<file path="src/source_line_classifier_counter_assert.svh">
// ----------------------------------------------------------------------------
// Source line classifier counter - assertion macros
// Shared property forms for the concurrent checks in the RTL.
// ----------------------------------------------------------------------------
`ifndef SOURCE_LINE_CLASSIFIER_COUNTER_ASSERT_SVH
`define SOURCE_LINE_CLASSIFIER_COUNTER_ASSERT_SVH

// same-cycle implication, disabled in reset
`define SLCC_ASSERT_IMPL(label, clk, rst, ante, cons) \
   label: assert property (@(posedge clk) disable iff (rst) (ante) |-> (cons)) \
      else $error("slcc assertion failed");

// next-cycle implication, disabled in reset
`define SLCC_ASSERT_NEXT(label, clk, rst, ante, cons) \
   label: assert property (@(posedge clk) disable iff (rst) (ante) |=> (cons)) \
      else $error("slcc assertion failed");

`endif

</file>
<file path="src/slcc_pkg.sv">
// ----------------------------------------------------------------------------
// slcc_pkg
// Types and constants shared by the source line classifier counter.
// ----------------------------------------------------------------------------
`default_nettype none

package slcc_pkg;

   typedef enum logic {
      OP_CHAR = 1'b0,
      OP_EOF  = 1'b1
   } opcode_type;

   typedef struct packed {
      opcode_type  opcode;
      logic [7:0]  char_byte;
   } req_word_type;

   typedef struct packed {
      logic [31:0] total_lines;
      logic [31:0] code_lines;
      logic [31:0] comment_lines;
      logic [31:0] decision_points;
   } rsp_word_type;

   // how the first nonblank byte and the byte after it opened the line
   typedef enum logic [1:0] {
      KIND_NONE  = 2'd0,
      KIND_BLOCK = 2'd1,
      KIND_SLASH = 2'd2,
      KIND_OTHER = 2'd3
   } line_kind_type;

   // one closed line / end-of-file record from front to back
   typedef struct packed {
      logic          close_line;
      logic          end_of_file;
      logic          blank;
      line_kind_type kind;
      logic          close_pair;
   } line_flags_type;

   localparam logic [7:0] CH_NL    = 8'h0A;
   localparam logic [7:0] CH_TAB   = 8'h09;
   localparam logic [7:0] CH_SPACE = 8'h20;
   localparam logic [7:0] CH_SLASH = 8'h2F;
   localparam logic [7:0] CH_STAR  = 8'h2A;
   localparam logic [7:0] CH_AMP   = 8'h26;
   localparam logic [7:0] CH_BAR   = 8'h7C;

   localparam int unsigned HIST_BYTES     = 6;
   localparam int unsigned HIST_BITS      = 8 * HIST_BYTES;
   localparam int unsigned KW_WINDOW_BITS = HIST_BITS + 8;
   localparam int unsigned KW_COUNT       = 8;

   // keyword text, right-aligned: last character in the low byte
   localparam logic [KW_WINDOW_BITS-1:0] KW_TEXT [KW_COUNT] = '{
      "if (", "if(", "for (", "for(", "while (", "while(", "case ", "catch ("
   };
   localparam int unsigned KW_LEN [KW_COUNT] = '{4, 3, 5, 4, 7, 6, 5, 7};

   function automatic logic [KW_WINDOW_BITS-1:0] kw_mask(input int unsigned len);
      logic [KW_WINDOW_BITS-1:0] bit_at;
      bit_at = KW_WINDOW_BITS'(1) << (8 * len);
      return bit_at - KW_WINDOW_BITS'(1);
   endfunction

endpackage

`default_nettype wire

</file>
<file path="src/slcc_front.sv">
// ----------------------------------------------------------------------------
// slcc_front
// Per-line byte scanner: keyword matching, line opening and close pair.
// ----------------------------------------------------------------------------
`default_nettype none

module slcc_front #(
   parameter int LINE_COUNT_WIDTH = 16
) (
   input  wire logic                          clock,
   input  wire logic                          reset,
   input  wire logic                          req_valid,
   output logic                               req_stall,
   input  wire slcc_pkg::req_word_type        req_word,
   input  wire logic                          queue_full,
   output logic                               push,
   output slcc_pkg::line_flags_type           push_flags,
   output logic [LINE_COUNT_WIDTH-1:0]        push_count
);
   import slcc_pkg::*;

   localparam int LW = LINE_COUNT_WIDTH;
   localparam logic [1:0] NB_NONE  = 2'd0;
   localparam logic [1:0] NB_FIRST = 2'd1;
   localparam logic [1:0] NB_BOTH  = 2'd2;
   localparam logic [2:0] HIST_FULL = 3'(HIST_BYTES);

   logic [HIST_BITS-1:0] hist_ff, hist_in;
   logic [2:0]           hist_len_ff, hist_len_in;
   logic                 has_chars_ff, has_chars_in;
   logic [1:0]           nb_ff, nb_in;
   logic [7:0]           first_nb_ff, first_nb_in;
   line_kind_type        kind_ff, kind_in;
   logic                 close_pair_ff, close_pair_in;
   logic                 amp_sup_ff, amp_sup_in;
   logic                 bar_sup_ff, bar_sup_in;
   logic [LW-1:0]        match_ff, match_in;

   logic                      accept, is_eof, is_nl, have_prev;
   logic [7:0]                ch, prev;
   logic [KW_WINDOW_BITS-1:0] window;
   logic [KW_COUNT-1:0]       kw_hit;
   logic                      amp_hit, bar_hit;
   logic [3:0]                hits;
   logic [LW:0]               match_sum;

   assign req_stall = queue_full;
   assign accept    = req_valid && !queue_full;
   assign ch        = req_word.char_byte;
   assign is_eof    = req_word.opcode == OP_EOF;
   assign is_nl     = !is_eof && ch == CH_NL;
   assign prev      = hist_ff[7:0];
   assign have_prev = hist_len_ff != 3'd0;
   assign window    = {hist_ff, ch};

   // keyword ends at this byte when the masked window equals its text
   always_comb begin
      for (int k = 0; k < KW_COUNT; k++) begin
         kw_hit[k] = (hist_len_ff >= 3'(KW_LEN[k] - 1)) &&
                     (((window ^ KW_TEXT[k]) & kw_mask(KW_LEN[k])) == '0);
      end
   end

   assign amp_hit   = ch == CH_AMP && have_prev && prev == CH_AMP && !amp_sup_ff;
   assign bar_hit   = ch == CH_BAR && have_prev && prev == CH_BAR && !bar_sup_ff;
   assign hits      = 4'($countones({kw_hit, amp_hit, bar_hit}));
   assign match_sum = {1'b0, match_ff} + (LW + 1)'(hits);

   assign push                  = accept && (is_eof || is_nl);
   assign push_flags.close_line = is_nl || (is_eof && has_chars_ff);
   assign push_flags.end_of_file = is_eof;
   assign push_flags.blank      = nb_ff == NB_NONE;
   assign push_flags.kind       = kind_ff;
   assign push_flags.close_pair = close_pair_ff;
   assign push_count            = match_ff;

   always_comb begin
      hist_in       = hist_ff;
      hist_len_in   = hist_len_ff;
      has_chars_in  = has_chars_ff;
      nb_in         = nb_ff;
      first_nb_in   = first_nb_ff;
      kind_in       = kind_ff;
      close_pair_in = close_pair_ff;
      amp_sup_in    = amp_sup_ff;
      bar_sup_in    = bar_sup_ff;
      match_in      = match_ff;
      if (accept) begin
         if (is_eof || is_nl) begin
            hist_in       = '0;
            hist_len_in   = '0;
            has_chars_in  = 1'b0;
            nb_in         = NB_NONE;
            first_nb_in   = '0;
            kind_in       = KIND_NONE;
            close_pair_in = 1'b0;
            amp_sup_in    = 1'b0;
            bar_sup_in    = 1'b0;
            match_in      = '0;
         end else begin
            has_chars_in = 1'b1;
            if (nb_ff == NB_FIRST) begin
               if (first_nb_ff == CH_SLASH && ch == CH_STAR) begin
                  kind_in = KIND_BLOCK;
               end else if (first_nb_ff == CH_SLASH && ch == CH_SLASH) begin
                  kind_in = KIND_SLASH;
               end else begin
                  kind_in = KIND_OTHER;
               end
               nb_in = NB_BOTH;
            end else if (nb_ff == NB_NONE && ch != CH_SPACE && ch != CH_TAB) begin
               first_nb_in = ch;
               nb_in       = NB_FIRST;
            end
            if (have_prev && prev == CH_STAR && ch == CH_SLASH) begin
               close_pair_in = 1'b1;
            end
            amp_sup_in  = amp_hit;
            bar_sup_in  = bar_hit;
            match_in    = match_sum[LW] ? '1 : match_sum[LW-1:0];
            hist_in     = {hist_ff[HIST_BITS-9:0], ch};
            hist_len_in = (hist_len_ff < HIST_FULL) ? hist_len_ff + 3'd1 : hist_len_ff;
         end
      end
   end

   always_ff @(posedge clock) begin
      if (reset) begin
         hist_ff       <= '0;
         hist_len_ff   <= '0;
         has_chars_ff  <= 1'b0;
         nb_ff         <= NB_NONE;
         first_nb_ff   <= '0;
         kind_ff       <= KIND_NONE;
         close_pair_ff <= 1'b0;
         amp_sup_ff    <= 1'b0;
         bar_sup_ff    <= 1'b0;
         match_ff      <= '0;
      end else begin
         hist_ff       <= hist_in;
         hist_len_ff   <= hist_len_in;
         has_chars_ff  <= has_chars_in;
         nb_ff         <= nb_in;
         first_nb_ff   <= first_nb_in;
         kind_ff       <= kind_in;
         close_pair_ff <= close_pair_in;
         amp_sup_ff    <= amp_sup_in;
         bar_sup_ff    <= bar_sup_in;
         match_ff      <= match_in;
      end
   end

endmodule

`default_nettype wire

</file>
<file path="src/slcc_queue.sv">
// ----------------------------------------------------------------------------
// slcc_queue
// Two-entry line record queue between scanner and totals unit.
// ----------------------------------------------------------------------------
`default_nettype none

`include "source_line_classifier_counter_assert.svh"

module slcc_queue #(
   parameter int WIDTH = 8
) (
   input  wire logic             clock,
   input  wire logic             reset,
   input  wire logic             push,
   input  wire logic [WIDTH-1:0] push_data,
   input  wire logic             pop,
   output logic                  full,
   output logic                  not_empty,
   output logic [WIDTH-1:0]      head_data
);
   import slcc_pkg::*;

   logic [WIDTH-1:0] entry_ff [2];
   logic             wr_ptr_ff, wr_ptr_in;
   logic             rd_ptr_ff, rd_ptr_in;
   logic [1:0]       count_ff, count_in;

   assign full      = count_ff == 2'd2;
   assign not_empty = count_ff != 2'd0;
   assign head_data = entry_ff[rd_ptr_ff];

   always_comb begin
      wr_ptr_in = push ? !wr_ptr_ff : wr_ptr_ff;
      rd_ptr_in = pop ? !rd_ptr_ff : rd_ptr_ff;
      count_in  = count_ff + 2'(push) - 2'(pop);
   end

   always_ff @(posedge clock) begin
      if (push) begin
         entry_ff[wr_ptr_ff] <= push_data;
      end
   end

   always_ff @(posedge clock) begin
      if (reset) begin
         wr_ptr_ff <= 1'b0;
         rd_ptr_ff <= 1'b0;
         count_ff  <= '0;
      end else begin
         wr_ptr_ff <= wr_ptr_in;
         rd_ptr_ff <= rd_ptr_in;
         count_ff  <= count_in;
      end
   end

   `SLCC_ASSERT_IMPL(a_no_push_full, clock, reset, push, !full)
   `SLCC_ASSERT_IMPL(a_no_pop_empty, clock, reset, pop, not_empty)
   `SLCC_ASSERT_IMPL(a_count_range, clock, reset, 1'b1, count_ff <= 2'd2)

endmodule

`default_nettype wire

</file>
<file path="src/slcc_back.sv">
// ----------------------------------------------------------------------------
// slcc_back
// File totals, block comment state and result register.
// ----------------------------------------------------------------------------
`default_nettype none

`include "source_line_classifier_counter_assert.svh"

module slcc_back #(
   parameter int COUNT_WIDTH      = 32,
   parameter int LINE_COUNT_WIDTH = 16
) (
   input  wire logic                        clock,
   input  wire logic                        reset,
   input  wire logic                        head_valid,
   input  wire slcc_pkg::line_flags_type    head_flags,
   input  wire logic [LINE_COUNT_WIDTH-1:0] head_count,
   output logic                             pop,
   output logic                             rsp_valid,
   input  wire logic                        rsp_stall,
   output slcc_pkg::rsp_word_type           rsp_word
);
   import slcc_pkg::*;

   localparam int CW = COUNT_WIDTH;
   localparam int LW = LINE_COUNT_WIDTH;
   localparam int SW = ((CW > LW) ? CW : LW) + 1;
   localparam logic [CW-1:0] CNT_MAX = '1;

   logic [CW-1:0] total_ff, total_in, code_ff, code_in;
   logic [CW-1:0] comment_ff, comment_in, dec_ff, dec_in;
   logic          block_ff, block_in;
   logic          rsp_valid_ff, rsp_valid_in;
   rsp_word_type  rsp_word_ff, rsp_word_in;

   logic          out_free, code_inc, comment_inc;
   logic [CW-1:0] total_c, code_c, comment_c, dec_c;
   logic [SW-1:0] dec_sum;
   logic          block_c;
   logic          eof_pop;

   assign out_free = !rsp_valid_ff || !rsp_stall;
   assign pop      = head_valid && (!head_flags.end_of_file || out_free);
   assign eof_pop  = pop && head_flags.end_of_file;
   assign dec_sum  = SW'(dec_ff) + SW'(head_count);

   // classify the closed line
   always_comb begin
      code_inc    = 1'b0;
      comment_inc = 1'b0;
      block_c     = block_ff;
      if (head_flags.close_line && !head_flags.blank) begin
         if (block_ff) begin
            comment_inc = 1'b1;
            if (head_flags.close_pair) begin
               block_c = 1'b0;
            end
         end else begin
            case (head_flags.kind)
               KIND_BLOCK: begin
                  comment_inc = 1'b1;
                  if (!head_flags.close_pair) begin
                     block_c = 1'b1;
                  end
               end
               KIND_SLASH: begin
                  comment_inc = 1'b1;
               end
               default: begin
                  code_inc = 1'b1;
               end
            endcase
         end
      end
   end

   always_comb begin
      total_c   = (head_flags.close_line && total_ff != CNT_MAX) ?
                  total_ff + CW'(1) : total_ff;
      code_c    = (code_inc && code_ff != CNT_MAX) ? code_ff + CW'(1) : code_ff;
      comment_c = (comment_inc && comment_ff != CNT_MAX) ?
                  comment_ff + CW'(1) : comment_ff;
      if (!code_inc) begin
         dec_c = dec_ff;
      end else if (dec_sum > SW'(CNT_MAX)) begin
         dec_c = CNT_MAX;
      end else begin
         dec_c = dec_sum[CW-1:0];
      end

      rsp_word_in.total_lines     = 32'(total_c);
      rsp_word_in.code_lines      = 32'(code_c);
      rsp_word_in.comment_lines   = 32'(comment_c);
      rsp_word_in.decision_points = 32'(dec_c);

      total_in   = total_ff;
      code_in    = code_ff;
      comment_in = comment_ff;
      dec_in     = dec_ff;
      block_in   = block_ff;
      if (pop) begin
         if (head_flags.end_of_file) begin
            total_in   = '0;
            code_in    = '0;
            comment_in = '0;
            dec_in     = '0;
            block_in   = 1'b0;
         end else begin
            total_in   = total_c;
            code_in    = code_c;
            comment_in = comment_c;
            dec_in     = dec_c;
            block_in   = block_c;
         end
      end

      if (pop && head_flags.end_of_file) begin
         rsp_valid_in = 1'b1;
      end else begin
         rsp_valid_in = rsp_valid_ff && rsp_stall;
      end
   end

   always_ff @(posedge clock) begin
      if (pop && head_flags.end_of_file) begin
         rsp_word_ff <= rsp_word_in;
      end
   end

   always_ff @(posedge clock) begin
      if (reset) begin
         total_ff     <= '0;
         code_ff      <= '0;
         comment_ff   <= '0;
         dec_ff       <= '0;
         block_ff     <= 1'b0;
         rsp_valid_ff <= 1'b0;
      end else begin
         total_ff     <= total_in;
         code_ff      <= code_in;
         comment_ff   <= comment_in;
         dec_ff       <= dec_in;
         block_ff     <= block_in;
         rsp_valid_ff <= rsp_valid_in;
      end
   end

   assign rsp_valid = rsp_valid_ff;
   assign rsp_word  = rsp_word_ff;

   `SLCC_ASSERT_NEXT(a_eof_emits, clock, reset, eof_pop, rsp_valid_ff)
   `SLCC_ASSERT_NEXT(a_eof_clears, clock, reset, eof_pop, {total_ff, dec_ff, block_ff} == '0)
   `SLCC_ASSERT_IMPL(a_code_le_total, clock, reset, 1'b1, total_ff >= code_ff)
   `SLCC_ASSERT_IMPL(a_comment_le_total, clock, reset, 1'b1, total_ff >= comment_ff)

endmodule

`default_nettype wire

</file>
<file path="src/source_line_classifier_counter.sv">
// ----------------------------------------------------------------------------
// source_line_classifier_counter
// Counts total, code and comment lines and decision keywords in a byte stream.
// ----------------------------------------------------------------------------
// The block takes one word per cycle while req_stall is low: a character
// byte or an end-of-file mark. A front scanner keeps the current line
// (six-byte history, first nonblank byte and the byte after it, star-slash
// seen, keyword and &&/|| matches) and, on a newline or end of file, writes
// one line record into a two-entry queue. The totals unit drains that queue
// one record per cycle, but holds an end-of-file record while a stalled
// result waits; it carries the block comment state across lines and keeps
// four saturating counters of COUNT_WIDTH bits; matches within one line
// saturate at LINE_COUNT_WIDTH bits. Each end-of-file word yields exactly
// one result word, the low 32 bits of each counter, registered after the
// queue and held in the output register until rsp_stall drops; the counters
// return to their reset value once the end-of-file record is taken. Character
// bytes yield no result. Sustained rate: one word per cycle; rsp_stall held
// high fills the queue after the result register and then raises req_stall.
// ----------------------------------------------------------------------------
`default_nettype none

module source_line_classifier_counter #(
   parameter int COUNT_WIDTH      = 32,
   parameter int LINE_COUNT_WIDTH = 16
) (
   input  wire logic                   clock,
   input  wire logic                   reset,
   // input words: character bytes and end of file
   input  wire logic                   req_valid,
   output logic                        req_stall,
   input  wire slcc_pkg::req_word_type req_word,
   // result words: file totals
   output logic                        rsp_valid,
   input  wire logic                   rsp_stall,
   output slcc_pkg::rsp_word_type      rsp_word
);
   import slcc_pkg::*;

   localparam int QW = $bits(line_flags_type) + LINE_COUNT_WIDTH;

   // front -> queue
   logic                        push;
   line_flags_type              push_flags;
   logic [LINE_COUNT_WIDTH-1:0] push_count;
   logic                        queue_full;

   // queue -> back
   logic                        pop;
   logic                        head_valid;
   logic [QW-1:0]               head_data;
   line_flags_type              head_flags;
   logic [LINE_COUNT_WIDTH-1:0] head_count;

   // scanner: one byte per cycle, stalls only on a full queue
   slcc_front #(
      .LINE_COUNT_WIDTH (LINE_COUNT_WIDTH)
   ) u_front (
      .clock      (clock),
      .reset      (reset),
      .req_valid  (req_valid),
      .req_stall  (req_stall),
      .req_word   (req_word),
      .queue_full (queue_full),
      .push       (push),
      .push_flags (push_flags),
      .push_count (push_count)
   );

   // line records decouple the scanner from a stalled result port
   slcc_queue #(
      .WIDTH (QW)
   ) u_queue (
      .clock     (clock),
      .reset     (reset),
      .push      (push),
      .push_data ({push_flags, push_count}),
      .pop       (pop),
      .full      (queue_full),
      .not_empty (head_valid),
      .head_data (head_data)
   );

   assign head_flags = line_flags_type'(head_data[QW-1:LINE_COUNT_WIDTH]);
   assign head_count = head_data[LINE_COUNT_WIDTH-1:0];

   // totals and block comment state; end of file loads the result register
   slcc_back #(
      .COUNT_WIDTH      (COUNT_WIDTH),
      .LINE_COUNT_WIDTH (LINE_COUNT_WIDTH)
   ) u_back (
      .clock      (clock),
      .reset      (reset),
      .head_valid (head_valid),
      .head_flags (head_flags),
      .head_count (head_count),
      .pop        (pop),
      .rsp_valid  (rsp_valid),
      .rsp_stall  (rsp_stall),
      .rsp_word   (rsp_word)
   );

endmodule

`default_nettype wire

</file>
<file path="config.mk">
export PLATFORM = sky130hd
export DESIGN_NAME = source_line_classifier_counter
export DESIGN_NICKNAME = d
export VERILOG_FILES = /design/src/slcc_pkg.sv /design/src/slcc_front.sv /design/src/slcc_queue.sv /design/src/slcc_back.sv /design/src/source_line_classifier_counter.sv
export VERILOG_INCLUDE_DIRS = /design/src /design/src/src
export SDC_FILE = /design/constraint.sdc
export NUM_CORES = 1
export LEC_CHECK = 0
export ABC_AREA = 1
export BUFFER_PORTS_ARGS = -buffer_cell sky130_fd_sc_hd__buf_2
export CAP_MARGIN = 20
export CORE_MARGIN = 10
export CORE_UTILIZATION = 41
export DETAILED_ROUTE_END_ITERATION = 16
export HOLD_SLACK_MARGIN = 0.12
export PLACE_DENSITY = 0.57
export SLEW_MARGIN = 20
export SYNTH_ARGS = -nofsm -noshare
export SYNTH_HDL_FRONTEND = slang
export SYNTH_SLANG_ARGS = --single-unit
</file>
<file path="constraint.sdc">
create_clock -name clock -period 7.4 [get_ports clock]
set_input_delay 1.11 -clock clock [delete_from_list [all_inputs] [get_ports clock]]
set_output_delay 1.11 -clock clock [all_outputs]
set_load 0.01 [all_outputs]
</file>
==> results of run 1 <==
[through the flow]
step / area, sq um / total power (W) / hold WS [ps]
after floorplan: 21100 / 0.00461 / 426
after global placement: 22300 / 0.00533 / 437
after detailed placement: 22300 / 0.00536 / 438
after CTS: 23900 / 0.00768 / 453
after global routing: 23900 / 0.00807 / 474
final: 23900 / 0.00756 / 453
[layer usage]
layer | vias to the layer above | share of wire [%] | GRT usage [%]
met3 | 70 | 4.9 | 2.78
met5 | - | 0 | 0
li1 | 9340 | - | -
met2 | 363 | 47 | 31.4
met4 | 0 | 2.1 | 5.50
met1 | 8529 | 46 | 24.8
[state kept, by name (all words and copies together), names as in the netlist, 2 cells and up, named ones only]
signal,count
u_back.comment_ff,32
u_queue.entry_ff,44
u_front.first_nb_ff,8
u_front.hist_ff,48
u_front.nb_ff,2
u_front.kind_ff,2
u_front.push_count,16
u_back.total_ff,32
u_back.rsp_word,128
u_back.code_ff,32
u_back.dec_ff,32
u_queue.count_ff,2
u_front.hist_len_ff,3
[cells in the final DEF, fill, tap and decap left out, types with 7 or more instances in the layout]
cell type and count:
xnor2_1 8, or2_2 9, a21oi_1 230, o21a_1 10, clkbuf_1 7, and2_1 40, nor2_4 7, nand2_1 972
nor3_1 81, ha_1 37, a2bb2oi_1 9, nand4_1 53, buf_4 7, inv_1 340, nand2_2 7, dfxtp_1 218
clkinv_2 11, nor2_1 195, o211ai_1 9, buf_2 141, clkbuf_16 47, a21boi_0 10, fa_1 8, nand3b_1 7
xor2_1 94, nor4_1 23, inv_2 11, nand3_1 146, a21oi_2 7, o21ai_0 17, edfxtp_1 172
[kinds of logic (layout without fill, tap and decap cells)]
group                    after synthesis  in the layout  share of synthesized area, %
AO/OA/AOI/OAI                        305            305                          8.05
XOR/XNOR                             104            104                          4.38
adder cells (fa/ha/maj)               45             45                          2.95
buffers and inverters                457            589                          8.57
flip-flops                           390            390                          45.1
multiplexers                           3              3                         0.142
AND/OR/NAND/NOR                     1549           1549                          30.8
[power by group]
group	switching, W	internal, W	leakage [nW]
logic	0.00162	0.000659	5.29
clock network	0.000935	0.00135	0.755
registers	0.000229	0.00277	3.39
total	0.00278	0.00478	9.44
[final timing paths]
check,start,to,slack [ps],cells after the start
worst min register to register,u_queue.rd_ptr_ff,register,450,1
worst min-delay path,u_queue.rd_ptr_ff,register,450,1
worst max-delay path,req_word[6],u_front.push_count[14],1000,25
worst max register to register,u_front.hist_ff[5],u_front.push_count[14],1560,23
[final cells by class]
| class | count | area, sq um |
|---|---|---|
| well taps | 680 | 851 |
| multi-input cells | 2006 | 9840 |
| clock buffers | 58 | 1260 |
| fillers | 5101 | 27300 |
| flip-flops and latches | 390 | 9530 |
| repair buffers | 150 | 790 |
| clock inverters | 26 | 272 |
| inverters | 355 | 1340 |
==> results_dict.tcl, run 1 <==
set metrics [dict create \
    yosysWarnings 0 \
    cts_buffers 45 \
    critPathMostFrequentCell "fa_1" \
    drv_cap 0 \
    synth_cells 2853 \
    pre_cts_slack_ps 446 \
    wl_microns 57900 \
    yosys-top-cells-count "972 x nand2_1, 341 x inv_1, 230 x a21oi_1" \
    peakVddDrop_v 0.000429 \
    slew_headroom_pct 28.8 \
    die_y_microns 247 \
    finClkSkew_ps 21.9 \
    crit_arrival_ps 6920 \
    period_share_pct 86.5 \
    dp.cells 3581 \
    fin_nets 3006 \
    utilization_pct 46.6 \
    synthArstFlopShare_pct 0 \
    gr-usage-all-layers_pct 18.8 \
    cts-root-buf "clkbuf_16" \
    cts_num_sinks 390 \
    ioPinCount 143 \
    start_kind "primary input" \
    clk_pin_slew_worst_paths_ps 60 \
    final_cells 3665 \
    n_antenna_cell 0 \
    syn_area_per_cell_sq_um 7.41 \
    synth_nets 2911 \
    coreArea_sq_mm 0.0512 \
    grt_pass1_wl_microns 93700 \
    cts_buffer_depth 3 \
    firstDrtPassIters 5 \
    cpMaxStageDelayCell "fa_1" \
    cts_resized 0 \
    syn_area_sq_mm 0.0211 \
    drive_above_1_share_pct 9.45 \
    htreeDepth 2 \
    die_area_sq_mm 0.0610 \
    detail_route.vias_per_cell 4.99 \
    yosysUniqueCellTypes 49 \
    area_growth_pct 12.9 \
    place_congestion 0.948 \
    setup_viol 0 \
    ctsHoldBuffers 0 \
    synth-edff-count 172 \
    postCtsSetupRepairBufs 0 \
    synth.most_common_cell "nand2_1" \
    initial_core_util_pct 41.3 \
    drv_slew 0 \
    placement.io_buffers 142 \
    required_ps 7910 \
    worst_slack_ps 997 \
    wl_per_cell_microns 15.8 \
    synth_top_area_cell "edfxtp_1" \
    rows 83 \
    crit_buf_inv 5 \
    num_vias 18300 \
    worstSetupPathType "primary input to register" \
    drt_iter0_markers 1241 \
    first_global_vias 17400 \
    power_density_mw_per_mm2 317 \
    end_kind "register" \
    status "finished, final reports clean" \
    gr-total-overflow 0 \
    crit_fanout 4 \
    final.setup.tns_ps 0 \
    critical-path-max-stage-delay_ps 550 \
    synth_ff_type "dfxtp_1" \
    period_needed_ps 6400 \
    finalHoldViolCount 0 \
    grt_max_degree 163 \
    clock.fmax_ghz 0.156 \
    seq_area_frac_synth_pct 45.1 \
    leakage_nw 9.44 \
    path_delay_family "adder cells" \
    drc 0 \
    rsz0062_at_grt "no" \
    cts_tree "built" \
    ant_nets 0 \
    holdCritPathClass "register to register" \
    antenna_found_initial 0 \
    clock_latency_ps 590 \
    dp_hpwl_microns 41400 \
    synth.area.top_cells "edfxtp_1 24%, dfxtp_1 21%, nand2_1 17%" \
    ys_seq_elements 390 \
    die_x_microns 247 \
    synth.top_cell.area_share_pct 24.4 \
    worstMarginPinSlew_ps 1070 \
]
No activity file was read; power rests on OpenSTA's default activity.
==> inputs of run 2 (changes only) <==
--- a/config.mk
+++ b/config.mk
@@ -13,7 +13,6 @@
 export CORE_UTILIZATION = 41
 export DETAILED_ROUTE_END_ITERATION = 16
 export HOLD_SLACK_MARGIN = 0.12
-export PLACE_DENSITY = 0.57
 export SLEW_MARGIN = 20
 export SYNTH_ARGS = -nofsm -noshare
 export SYNTH_HDL_FRONTEND = slang
==> run 2 against run 1 <==
Compared with the run above:
- clock power grew 4%
- fmax grew 0.96%
- global-route usage shrank 0.39 points
- core utilization grew 0.093 points
- sequential power is essentially flat
- sequential share of layout area shrank 0.079 points
- die area is the same
- via count grew 0.16%
- sequential cell count is the same
- final cell count is essentially flat
- clock skew is essentially flat
- critical path type unchanged
==> results_dict.tcl, run 2 (synthesis gave the netlist of run 1 again) <==
set metrics [dict create \
    finalHoldViolCount 0 \
    multi_input_area_sq_mm 0.00983 \
    die_area_sq_mm 0.0610 \
    die_y_microns 247 \
    dpl_cell_area_sq_mm 0.0224 \
    cts_buffers 45 \
    antenna_found_initial 0 \
    coreArea_sq_mm 0.0512 \
    dp.cells 3582 \
    peakVddDrop_v 0.000439 \
    crit_fanout 4 \
    period_needed_ps 6340 \
    cts-root-buf "clkbuf_16" \
    crit_arrival_ps 6860 \
    n_fill_cell 5156 \
    num_vias 18300 \
    met1_usage_pct 24.4 \
    final_cells 3666 \
    finalPower_w 0.00765 \
    final.setup.tns_ps 0 \
    die_x_microns 247 \
    drc 0 \
    start_kind "primary input" \
    wl_microns 57300 \
    worstMarginPinSlew_ps 1090 \
    worst_slack_ps 1060 \
    initial_core_util_pct 41.3 \
    cts_num_sinks 390 \
    n_antenna_cell 0 \
    area_growth_pct 13.2 \
    firstDrtPassIters 5 \
    grt_pass1_wl_microns 91700 \
    htreeDepth 2 \
    finClkSkew_ps 22.1 \
    leakage_nw 9.45 \
    setup_viol 0 \
    cts_tree "built" \
    largest_reg_flops 128 \
    register_area_sq_mm 0.00953 \
    status "finished, final reports clean" \
    reg2reg_slack_ps 1570 \
    first_global_vias 17100 \
    fin_nets 3007 \
    cts_resized 0 \
    grt_use_met3_pct 3.17 \
    ioPinCount 143 \
    gr-usage-all-layers_pct 18.4 \
    power_density_mw_per_mm2 320 \
    dp_hpwl_microns 40700 \
    gr-total-overflow 0 \
    drv_slew 0 \
    end_kind "register" \
    slew_headroom_pct 27.1 \
    drt_iter0_markers 1240 \
    mostFrequentLayoutCells "972 x nand2_1, 340 x inv_1, 230 x a21oi_1, 218 x dfxtp_1, 195 x nor2_1" \
    rows 83 \
    cts_buffer_depth 3 \
    place_congestion 0.949 \
    placement.io_buffers 142 \
    ant_nets 0 \
    grt.busiest_layer "met2" \
    clock.fmax_ghz 0.158 \
    required_ps 7920 \
    holdCritPathClass "register to register" \
    drive_above_1_share_pct 9.34 \
    clk_pin_slew_worst_paths_ps 60 \
    ctsHoldBuffers 0 \
    worstSetupPathType "primary input to register" \
    pre_cts_slack_ps 500 \
    rsz0062_at_grt "no" \
    grt_max_degree 129 \
    detail_route.vias_per_cell 5.00 \
    drv_cap 0 \
    gr-usage-met2_pct 29.9 \
    clock_latency_ps 590 \
    wl_per_cell_microns 15.6 \
    postCtsSetupRepairBufs 0 \
    period_share_pct 85.7 \
    mostFrequentLayoutCell "nand2_1" \
    stdcell_area_sq_mm 0.0239 \
]
[run 2: changes by cell type in the layout (fill, tap and decap cells not counted), moves of 2 or more]
| cell | delta |
|---|---|
| bufinv_16 | +3 |
| clkbuf_1 | +5 |
| clkinv_2 | -4 |
| clkinv_8 | -2 |
| inv_8 | +2 |
[run 2: per-layer routing]
layer | routed length, microns | share of wire, %
met1 | 26100 | 46
met2 | 26500 | 46
met3 | 3190 | 5.6
met4 | 1510 | 2.6
met5 | 0 | 0
[run 2: worst max-delay path, cell delays in order]
cell and delay [ps]:
buf_2 120, nor2_1 80, nand2_1 70, nor2_1 230, nand3_1 210, nor4_1 390, nand4_1 180, nor4_1 250
ha_1 290, inv_1 70, fa_1 440, fa_1 540, inv_1 50, fa_1 400, inv_1 80, fa_1 450
fa_1 450, inv_1 70, a31oi_1 160, nor3_1 500, nand3_1 170, or2_2 310, nand3_1 70, nand2_1 60
a21oi_1 120
[run 2: worst paths after layout]
| check | startpoint | end | depth (start not counted) |
|---|---|---|---|
| setup / recovery | req_word[6] | u_front.push_count[14] | 25 |
| hold / removal | u_front.has_chars_ff | u_front.has_chars_ff | 2 |
| setup reg to reg | u_front.hist_ff[5] | u_front.push_count[14] | 23 |
| hold reg to reg | u_front.has_chars_ff | u_front.has_chars_ff | 2 |
[run 2: cell type report]
type                    count  area share (%)
clock buffers              61            5.17
clock inverters            23            1.39
inverters                 355            5.60
multi-input cells        2006            41.1
flip-flops and latches    390            39.8
well taps                 680            3.56
repair buffers            151            3.35
[run 2: stage by stage]
step | hold WS (ps) | utilization (%)
floorplan | 426 | -
global placement | 434 | 43.6
detailed placement | 444 | 43.7
CTS | 456 | 46.7
global route | 475 | 46.7
finish | 457 | 46.7
[run 2: power breakdown]
group          internal (W)  switching [W]  total [W]
registers           0.00277       0.000226    0.00300
clock network       0.00143       0.000943    0.00238
logic              0.000665        0.00162    0.00228
total               0.00487        0.00279    0.00765
